`config.mk`:
```
export PLATFORM = sky130hd
export DESIGN_NAME = rlpd_ctrl
export DESIGN_NICKNAME = d
export VERILOG_FILES = /design/src/rtl/rlpd_pkg.sv /design/src/rtl/rlpd_ctrl.sv
export SDC_FILE = /design/constraint.sdc
export NUM_CORES = 1
export LEC_CHECK = 0
export BUFFER_PORTS_ARGS = -buffer_cell sky130_fd_sc_hd__buf_2
export CORE_AREA = 2 2 39 41
export DETAILED_ROUTE_END_ITERATION = 8
export DIE_AREA = 0 0 41 43
export PLACE_DENSITY = 0.55
export SLEW_MARGIN = 5
export SYNTH_ARGS = -nofsm -noshare
export SYNTH_HDL_FRONTEND = slang
export SYNTH_SLANG_ARGS = --single-unit
```
`constraint.sdc`:
```
create_clock -name clk -period 1.75 [get_ports clk]
set_clock_uncertainty 0.2 [all_clocks]
set_input_delay 0.35 -clock clk [delete_from_list [all_inputs] [get_ports clk]]
set_output_delay 0.35 -clock clk [all_outputs]
set_load 0.1 [all_outputs]
```
`src/rtl/rlpd_pkg.sv`:
```
package rlpd_pkg;

  localparam int COLOR_W = 24;
  localparam int TICK_W  = 15;
  localparam int CNT_W   = 9;
  localparam int CFG_W   = 15;
  localparam int REG_W   = 3;

  // request codes
  localparam logic [1:0] OP_TICK  = 2'd0;
  localparam logic [1:0] OP_WRITE = 2'd1;
  localparam logic [1:0] OP_CLEAR = 2'd2;
  localparam logic [1:0] OP_SHOW  = 2'd3;

  // register indexes
  localparam logic [REG_W-1:0] REG_PIXEL_COUNT = 3'd0;
  localparam logic [REG_W-1:0] REG_ONE_HIGH    = 3'd1;
  localparam logic [REG_W-1:0] REG_ONE_LOW     = 3'd2;
  localparam logic [REG_W-1:0] REG_ZERO_HIGH   = 3'd3;
  localparam logic [REG_W-1:0] REG_ZERO_LOW    = 3'd4;

  // register reset values
  localparam logic [CNT_W-1:0]  RST_PIXEL_COUNT = 9'd1;
  localparam logic [TICK_W-1:0] RST_ONE_HIGH    = 15'd8;
  localparam logic [TICK_W-1:0] RST_ONE_LOW     = 15'd5;
  localparam logic [TICK_W-1:0] RST_ZERO_HIGH   = 15'd4;
  localparam logic [TICK_W-1:0] RST_ZERO_LOW    = 15'd8;

  // last bit position of a pixel in send order
  localparam logic [4:0] BIT_LAST = 5'd23;

  typedef struct packed {
    logic accept;
    logic write;
    logic clear;
    logic start;
    logic tick;
    logic load_first;
    logic busy;
  } rlpd_cmd_t;

  typedef struct packed {
    logic count_nz;
    logic frame_end;
  } rlpd_sts_t;

  // Colour bit at send position k: green, red, blue, MSB first.
  function automatic logic send_bit(input logic [COLOR_W-1:0] color, input logic [4:0] k);
    logic [COLOR_W-1:0] grb;
    logic [4:0]         pos;
    grb = {color[15:8], color[23:16], color[7:0]};
    pos = BIT_LAST - k;
    return grb[pos];
  endfunction

endpackage

```
`src/rtl/rlpd_ctrl.sv`:
```
module rlpd_ctrl (
  input  logic                clk,
  input  logic                rst_n,
  input  logic                in_valid,
  input  logic [1:0]          in_op,
  input  logic                out_ready,
  input  rlpd_pkg::rlpd_sts_t sts,
  output logic                in_ready,
  output logic                out_valid,
  output rlpd_pkg::rlpd_cmd_t cmd
);

  typedef enum logic [2:0] {
    ST_IDLE = 3'b001,
    ST_LOAD = 3'b010,
    ST_SEND = 3'b100
  } rlpd_state_t;

  rlpd_state_t state_r, state_nxt;
  logic        out_valid_r, out_valid_nxt;
  logic        accept;
  logic        idle;
  logic        send;

  assign idle     = (state_r == ST_IDLE);
  assign send     = (state_r == ST_SEND);
  // stall during the pixel zero fetch, otherwise take a request whenever the
  // result slot is free or drains this cycle
  assign in_ready = (state_r != ST_LOAD) && (!out_valid_r || out_ready);
  assign accept   = in_valid && in_ready;

  always_comb begin
    cmd            = '0;
    cmd.accept     = accept;
    cmd.write      = accept && idle && (in_op == rlpd_pkg::OP_WRITE);
    cmd.clear      = accept && idle && (in_op == rlpd_pkg::OP_CLEAR);
    cmd.start      = accept && idle && (in_op == rlpd_pkg::OP_SHOW) && sts.count_nz;
    cmd.tick       = accept && send && (in_op == rlpd_pkg::OP_TICK);
    cmd.load_first = (state_r == ST_LOAD);
    cmd.busy       = send || cmd.start;
  end

  always_comb begin
    state_nxt = state_r;
    case (state_r)
      ST_IDLE: begin
        if (cmd.start) begin
          state_nxt = ST_LOAD;
        end
      end
      ST_LOAD: begin
        state_nxt = ST_SEND;
      end
      ST_SEND: begin
        if (cmd.tick && sts.frame_end) begin
          state_nxt = ST_IDLE;
        end
      end
      default: begin
        state_nxt = ST_IDLE;
      end
    endcase
  end

  always_comb begin
    out_valid_nxt = out_valid_r;
    if (accept) begin
      out_valid_nxt = 1'b1;
    end else if (out_ready) begin
      out_valid_nxt = 1'b0;
    end
  end

  always_ff @(posedge clk) begin
    if (!rst_n) begin
      state_r     <= ST_IDLE;
      out_valid_r <= 1'b0;
    end else begin
      state_r     <= state_nxt;
      out_valid_r <= out_valid_nxt;
    end
  end

  assign out_valid = out_valid_r;

endmodule

```
== Word-level counts from Yosys, hierarchy flattened ==
Cells that the tools add are included.
Word-level totals
  bits in registers: 4
  input port bits: 8
  output and inout bits: 9
Operators by class
  eq/ne operators: 9
  multiplexer cells: 5
  reduce and logical (&&, ||, !) cells: 16
Operator list (number)
  logical AND 1 bit: 10
  case mux 3 bit (3 select lines): 1
  two-way mux 3 bit: 2
  equality test 2 bit, second input constant: 2
  equality test 3 x 1 -> 1 bit, second input constant: 1
  equality test 3 x 2 -> 1 bit, second input constant: 1
  equality test 3 bit, second input constant: 1
  != test 3 x 2 -> 1 bit, second input constant: 1
  equality test 2 x 1 -> 1 bit, second input constant: 1
  zero test 2 bit: 1
  logical OR 1 bit: 2
  two-way mux 1 bit: 2
  != test 2 x 1 -> 1 bit, second input constant: 1
  != test 2 bit, second input constant: 1
  AND reduction 2 bit: 1
  nonzero test 2 bit: 1
  zero test 1 bit: 1

== Depth between registers and ports, before layout ==
Gate-level depths: netlist (run 1).
  word-level depth: 9
  depth in mapped cells: 4

== Worst setup path before layout (run 1) ==
OpenSTA, ideal clock, no wires.
  kind: register to output
  from: register out_valid_r (netlist: out_valid)
  to: output port cmd[2] in the netlist's numbering
  data arrival time: 3872 ps
  slack: -2672 ps
  stages on the path, launching flop included: 4
  cell sequence: dfxtp_1 -> nand2b_1 -> nand2_1 -> nor4_1
RTL lines
  start: declaration: RTL line rlpd_ctrl.sv:20  | logic out_valid_r, out_valid_nxt;
  start signal: assignment: RTL line rlpd_ctrl.sv:80  | out_valid_r <= out_valid_nxt;
  end: declaration: RTL line rlpd_ctrl.sv:10  | output rlpd_pkg::rlpd_cmd_t cmd

==> results.md, run 1 <==
- Crit Path Class: reg -> out
- Synth Warn #: 0
- Hold-fix buffer count after cts: 0
- Worst-Margin Slew: 0.4830 ns
- Largest net degree at the start of global routing: 5
- Most frequent cells in the layout: buf_4, buf_12, buf_2
- Initial antenna violation count: 0
- Antenna diode count: 0
- Total global routing overflow: 0
- Clk buf depth: 2
- DP Wirelength: 607.4 um
- Net count of the mapped netlist: 37
- Routed length per placed instance: 10.32 um
- Worst EP arrival: 1.39 ns
- Total Power: 345.2 uW
- CTS tree: yes
- Leakage: 0.0002909 uW
- Sink Count: 4
- Fin nets: 70
- Power density over the cells: 478.2 nW/um^2
- IO Port Bufs: 16
- Die area: 1763 um^2
- Num CTS Buffers: 3
- CP startpoint kind: flop
- DR DRC count: 0
- Placed Cells: 69
- Vias in the first global route: 321
- Area contributors post-synth: dfxtp_1, nand4bb_4, nor4_4, and2_1, nand2b_1
- Syn_area_per_cell: 9.535 um^2
- Status: finished, violations left
- Drt pass-1 iters: 2
- Sw frac: 35.82%
- Root Driver: clkbuf_4
- Setup repair after global routing missed its margin: true
- # setup viols final: 8
- Worst EP required: 1.20 ns
- Drt total wl: 784 um
- Area leader, netlist: dfxtp_1
- First-pass GRT wire length: 1.235 mm
- Core Rows: 14
- Layout area overhead: 161.1%
- DR vias/cell: 4.303
- GRT Overall Usage: 10.46%
- Initial drt markers: 1
- Clk pin slew, worst setup/hold paths: 0.04 ns
- Netlist cell types: 19
- Slew headroom: 68.02%
- Power share of the sequential group: 27.5%
- Area of the multi-input gates: 267.8 um^2
- Max-slew violation count: 0
- Starting Density: 19.98%
- Top Ports: 17
- H-tree depth: 1
- Crit path capture type: output pin
- Switching pwr: 123.7 uW
- Final Hold Fails: 0
- Routability congestion estimate: 0.6872
- Synth Register Bits: 4
- Setup ws final: -0.1927 ns
- Logic pwr share: 40.7%
- Clock Latency Late Sink: 0.23 ns
- F_max: 514.7 MHz
- Commonest non-fill, non-tap cell in the layout: buf_4
- DRT antenna net count: 0
- Post-Synthesis Cells: 29
- Maximum VDD drop: 258.2 uV
- P_int: 221.6 uW
- Critical path fanouts, max: 3
- Layout filler cell count: 130
- Part of the power in the clock network: 31.9%
- Register area: 90.09 um^2
- Register area share after synthesis: 28.96%
- Period utilisation layout: 111.0%
- Worst hold path class: in -> reg
- Mapped cell area: 276.5 um^2
- Core area: 1384 um^2
- Tmin final: 1.943 ns
- Failing checks: setup timing
- Routed vias: 327
- Hold_ws: 0.1219 ns
- Die height: 43 um
- Top cell type's share of synthesized area: 28.96%
- Die width: 41 um
- Max cap viols: 0
- Final Non-Filler Cells: 76
- Fraction of layout cells with a size suffix above 1: 80.00%
==> kinds of logic after synthesis <==
logic type	synth area share, %
XOR/XNOR	3.168
buffers and inverters	4.072
AND/OR/NAND/NOR	57.02
AO/OA/AOI/OAI	6.788
flip-flops	28.96
==> registers in the layout (all words and copies together), names as in the netlist <==
register,count
state_r,3
out_valid,1
==> critical path, stage by stage (launching register included) <==
cell and delay, ns:
dfxtp_2 0.34, or3b_4 0.42, nor4_4 0.19, buf_12 0.21
==> metrics by stage <==
step / cell area (um^2) / worst slack (ns) / TNS (ns) / util [%]
after floorplan: 356.6 / -1.021 / -5.322 / -
after global placement: 618.1 / -0.02844 / -0.02844 / 44.67
after detailed placement: 618.1 / -0.04434 / -0.04522 / 44.67
after CTS: 708.2 / -0.2252 / -1.417 / 51.18
after global routing: 721.9 / -0.2454 / -1.498 / 52.17
final: 721.9 / -0.1927 / -1.081 / 52.17
==> power by group through the flow <==
| stage | Clock, uW | Sequential, uW | Combinational, uW |
|---|---|---|---|
| floorplan | 0 | 108 | 73.3 |
| global placement | 0 | 96.2 | 131 |
| detailed placement | 0 | 96.3 | 131 |
| CTS | 115 | 94.9 | 139 |
| global route | 120 | 95.1 | 146 |
| finish | 110 | 94.9 | 140 |
==> per-layer routing <==
layer | part of all wire (%) | track usage, % | vias to the layer above
met2 | 56 | 16.25 | 10
met5 | 0 | 0 | -
met4 | 0 | 6.000 | 0
li1 | - | - | 168
met1 | 39 | 12.94 | 149
met3 | 5.0 | 1.571 | 0
==> path summary, 6_finish.rpt <==
kind | from | to | slack [ns] | cells past startpoint
worst min register to register | state_r[0]$_SDFFE_PN1P_ | state_r[0]$_SDFFE_PN1P_ | 0.50 | 3
worst max register to register | state_r[2]$_SDFFE_PN0P_ | state_r[2]$_SDFFE_PN0P_ | 0.21 | 6
worst min-delay path | rst_n | state_r[0]$_SDFFE_PN1P_ | 0.12 | 2
worst max-delay path | state_r[0]$_SDFFE_PN1P_ | cmd[2] | -0.19 | 3
==> cells in the mapped netlist (all sizes together) <==
master / n
dfxtp: 4
and2: 3
nor4: 3
nand2: 2
nand2b: 2
nor2: 2
o21ai: 2
a311oi: 1
buf: 1
inv: 1
nand3b: 1
nand4bb: 1
nor2b: 1
nor3: 1
nor3b: 1
nor4bb: 1
or3b: 1
xnor2: 1
==> area by class of cell <==
| class | instances | share of cell area [%] |
|---|---|---|
| clock buffers | 3 | 3.120 |
| multi-input cells | 23 | 37.09 |
| repair buffers | 29 | 44.02 |
| flip-flops and latches | 4 | 12.48 |
| inverters | 1 | 0.5199 |
| well taps | 16 | 2.773 |
==> what timing repair did <==
item | CTS | global route
cloned | 0 | 0
setup buffers | 3 | 1
pin swaps | 2 | 2
setup endpoints to repair | 8 | 8
resized for setup | 9 | 1
Note: power is estimated with default switching activity, not from simulation.
==> inputs of run 2 (changes only) <==
--- a/config.mk
+++ b/config.mk
@@ -5,6 +5,7 @@
 export SDC_FILE = /design/constraint.sdc
 export NUM_CORES = 1
 export LEC_CHECK = 0
+export ABC_AREA = 1
 export BUFFER_PORTS_ARGS = -buffer_cell sky130_fd_sc_hd__buf_2
 export CORE_AREA = 2 2 39 41
 export DETAILED_ROUTE_END_ITERATION = 8
@@ -14,3 +15,4 @@
 export SYNTH_ARGS = -nofsm -noshare
 export SYNTH_HDL_FRONTEND = slang
 export SYNTH_SLANG_ARGS = --single-unit
+export TNS_END_PERCENT = 10
==> results.md, run 2 <==
- CTS tree: yes
- Largest net degree at the start of global routing: 4 (-1)
- Crit path capture type: output pin
- Period utilisation layout: 110.1% (-0.89 points)
- Starting Density: 20.16% (+0.18 points)
- Synth async-reset ratio: 0% (unchanged)
- Post-synth top flop: dfxtp_1
- Layout area overhead: 139.0%
- Die height: 43 um (unchanged)
- Fraction of layout cells with a size suffix above 1: 64.86% (-15 points)
- Most numerous cell in the Yosys netlist: inv_1
- Layout filler cell count: 133 (+2.3%)
- GRT Overall Usage: 10.16% (-0.30 points)
- Sink Count: 4 (unchanged)
- Clk pin slew, worst setup/hold paths: 0.03 ns (about the same)
- Worst EP arrival: 1.38 ns (about the same)
- Slowest cell on crit path: dfxtp_2
- Vias in the first global route: 315 (-1.9%)
- Mapped cell area: 279.0 um^2 (+0.91%)
- Hold-fix buffer count after cts: 0 (unchanged)
- Synth top cells by count: inv_1, nand2_1, dfxtp_1, nand3_1, nor3_1
- EDFF count, synth: 0 (unchanged)
- Routability congestion estimate: 0.7194 (+4.7%)
- Final Hold Fails: 0 (unchanged)
- H-tree depth: 1 (unchanged)
- Biggest cell delay along the critical path: 0.32 ns (-0.10 ns)
- Routed length per placed instance: 8.100 um (-21%)
- DRT antenna net count: 0 (unchanged)
- Setup TNS: -0.7692 ns (+0.3116 ns)
- Die width: 41 um (unchanged)
- Post-Synthesis Cells: 45 (+55%)
- Post-DP Area: 625.6 um^2 (+1.2%)
- Syn_area_per_cell: 6.200 um^2 (-35%)
- Most frequent cells in the layout: inv_1, buf_4, buf_2, buf_12, nand2_1
- Clock Latency Late Sink: 0.24 ns (about the same)
- DR DRC count: 0 (unchanged)
- IO Port Bufs: 16 (unchanged)
- Clk buf depth: 2 (unchanged)
- Tmin final: 1.927 ns (-0.01555 ns)
- Area contributors post-synth: dfxtp_1, inv_1, nand2_1, nor2_4, nand3_1
- Antenna diode count: 0 (unchanged)
- Initial drt markers: 0 (-1)
- Total global routing overflow: 0 (unchanged)
- Setup ws final: -0.1772 ns (+0.01555 ns)
- Worst EP required: 1.20 ns (about the same)
- Die area: 1763 um^2 (unchanged)
- Final Non-Filler Cells: 90 (+18%)
- Drt total wl: 729 um (-7.0%)
- CP startpoint kind: flop
- Drt pass-1 iters: 1 (-1)
- Status: finished, violations left
- Top cell type's share of synthesized area: 28.70% (-0.26 points)
- Netlist cell types: 14 (-5)
- Max cap viols: 0 (unchanged)
- DP Wirelength: 670.1 um (+10%)
- Number of flip-flops under the largest register name: 3 (unchanged)
- CP most frequent cell: inv_2
- DR vias/cell: 3.967 (-7.8%)
- Placed Cells: 85 (+23%)
- Worst-path cell chain: inv_2, nor3_2, buf_4, nand2_4, nor2_4, inv_2, nand2_8, buf_12
- Final Instance Area: 666.9 um^2 (-7.6%)
- F_max: 518.9 MHz (+0.81%)
- Core Rows: 14 (unchanged)
- Root Driver: clkbuf_4
- Slew headroom: 68.02% (about the same)
- Fin nets: 83 (+19%)
- Worst hold path class: in -> reg
- Leakage: 0.0003473 uW (+19%)
- First-pass GRT wire length: 1.173 mm (-5.0%)
- Worst-Margin Slew: 0.4830 ns (-0.00002825 ns)
- Num CTS Buffers: 3 (unchanged)
- Top Ports: 17 (unchanged)
- # setup viols final: 5 (-3)
- Routed vias: 357 (+9.2%)
- Synth Warn #: 0 (unchanged)
- Core area: 1384 um^2 (unchanged)
- Synth Register Bits: 4 (unchanged)
- Power density over the cells: 562.1 nW/um^2 (+18%)
- Maximum VDD drop: 258.4 uV (about the same)
- Most flop-heavy register: state_r
- Register area share after synthesis: 28.70% (-0.26 points)
- Net count of the mapped netlist: 53 (+43%)
- Area leader, netlist: dfxtp_1
- Initial antenna violation count: 0 (unchanged)
- Crit Path Class: reg -> out
- Max-slew violation count: 0 (unchanged)
- Critical path fanouts, max: 3 (unchanged)
- Failing checks: setup timing
- Setup repair after global routing missed its margin: true
-- run 2: changes by cell type after synthesis, sizes merged, moves of 2 or more --
cell / before / now
nor3: 1 / 4
and2: 3 / 0
nand3: 0 / 4
nor2: 2 / 5
a21oi: 0 / 2
nand2: 2 / 10
inv: 1 / 13
nand2b: 2 / 0
nor4: 3 / 0
-- run 2: kinds of logic (layout without fill, tap and decap cells) --
family | Yosys count | after routing | share of synthesized area, %
AOI/OAI and AO/OA | 3 | 3 | 5.380
buffers and inverters | 14 | 43 | 20.18
DFF | 4 | 4 | 28.70
and+or+nand+nor | 24 | 24 | 45.75
-- run 2: path summary, 6_finish.rpt --
| path | from | end | slack (ns) | cells after the start |
|---|---|---|---|---|
| hold reg to reg | out_valid$_SDFFE_PN0P_ | out_valid$_SDFFE_PN0P_ | 0.40 | 3 |
| setup / recovery | state_r[0]$_SDFFE_PN1P_ | cmd[0] | -0.18 | 8 |
| setup reg to reg | state_r[0]$_SDFFE_PN1P_ | state_r[1]$_SDFFE_PN0P_ | 0.26 | 9 |
| hold / removal | rst_n | state_r[0]$_SDFFE_PN1P_ | 0.18 | 4 |
-- run 2: cell type report --
type	count	area (um^2)	area share [%]
flip-flops and latches	4	86.33	12.95
inverters	13	48.80	7.317
repair buffers	26	275.3	41.28
well taps	16	20.02	3.002
multi-input cells	27	210.2	31.52
clock buffers	4	26.28	3.940
-- run 2: metal layers --
layer,vias up,part of all wire [%],GRT usage (%)
li1,195,-,-
met1,145,41,11.00
met2,17,49,15.63
met3,0,11,7.330
met4,0,0,2.000
met5,-,0,0
-- run 2: power by group --
part           leakage [uW]  switching [uW]  internal (uW)
clock network     0.0000150            38.5           85.6
logic              0.000299            98.1           55.2
registers         0.0000333            2.61           94.9
total              0.000347             139            236
-- run 2: what timing repair did --
action                                  CTS  global route
hold endpoints to repair                  0             0
endpoints found under the setup margin    7             6
setup buffers                             1             0
cloned                                    0             0
resized for setup                         5             0
pin swaps                                 4             0
-- run 2: critical path: cells and delay by family, from the launching register on --
family / cells / cell delay (ns)
buf+inv: 4 / 0.42
flops: 1 / 0.32
simple gates: 4 / 0.41
-- run 2: through the flow --
stage | utilization, % | hold slack [ns] | power, uW | setup slack (ns)
floorplan | - | 0.2948 | 196.4 | -0.5069
global placement | 45.21 | 0.3865 | 250.0 | -0.03140
finish | 48.19 | 0.1752 | 374.9 | -0.1772
CTS | 48.19 | 0.1719 | 385.6 | -0.1975
detailed placement | 45.21 | 0.4038 | 251.2 | -0.04446
global route | 48.19 | 0.1838 | 400.1 | -0.2573
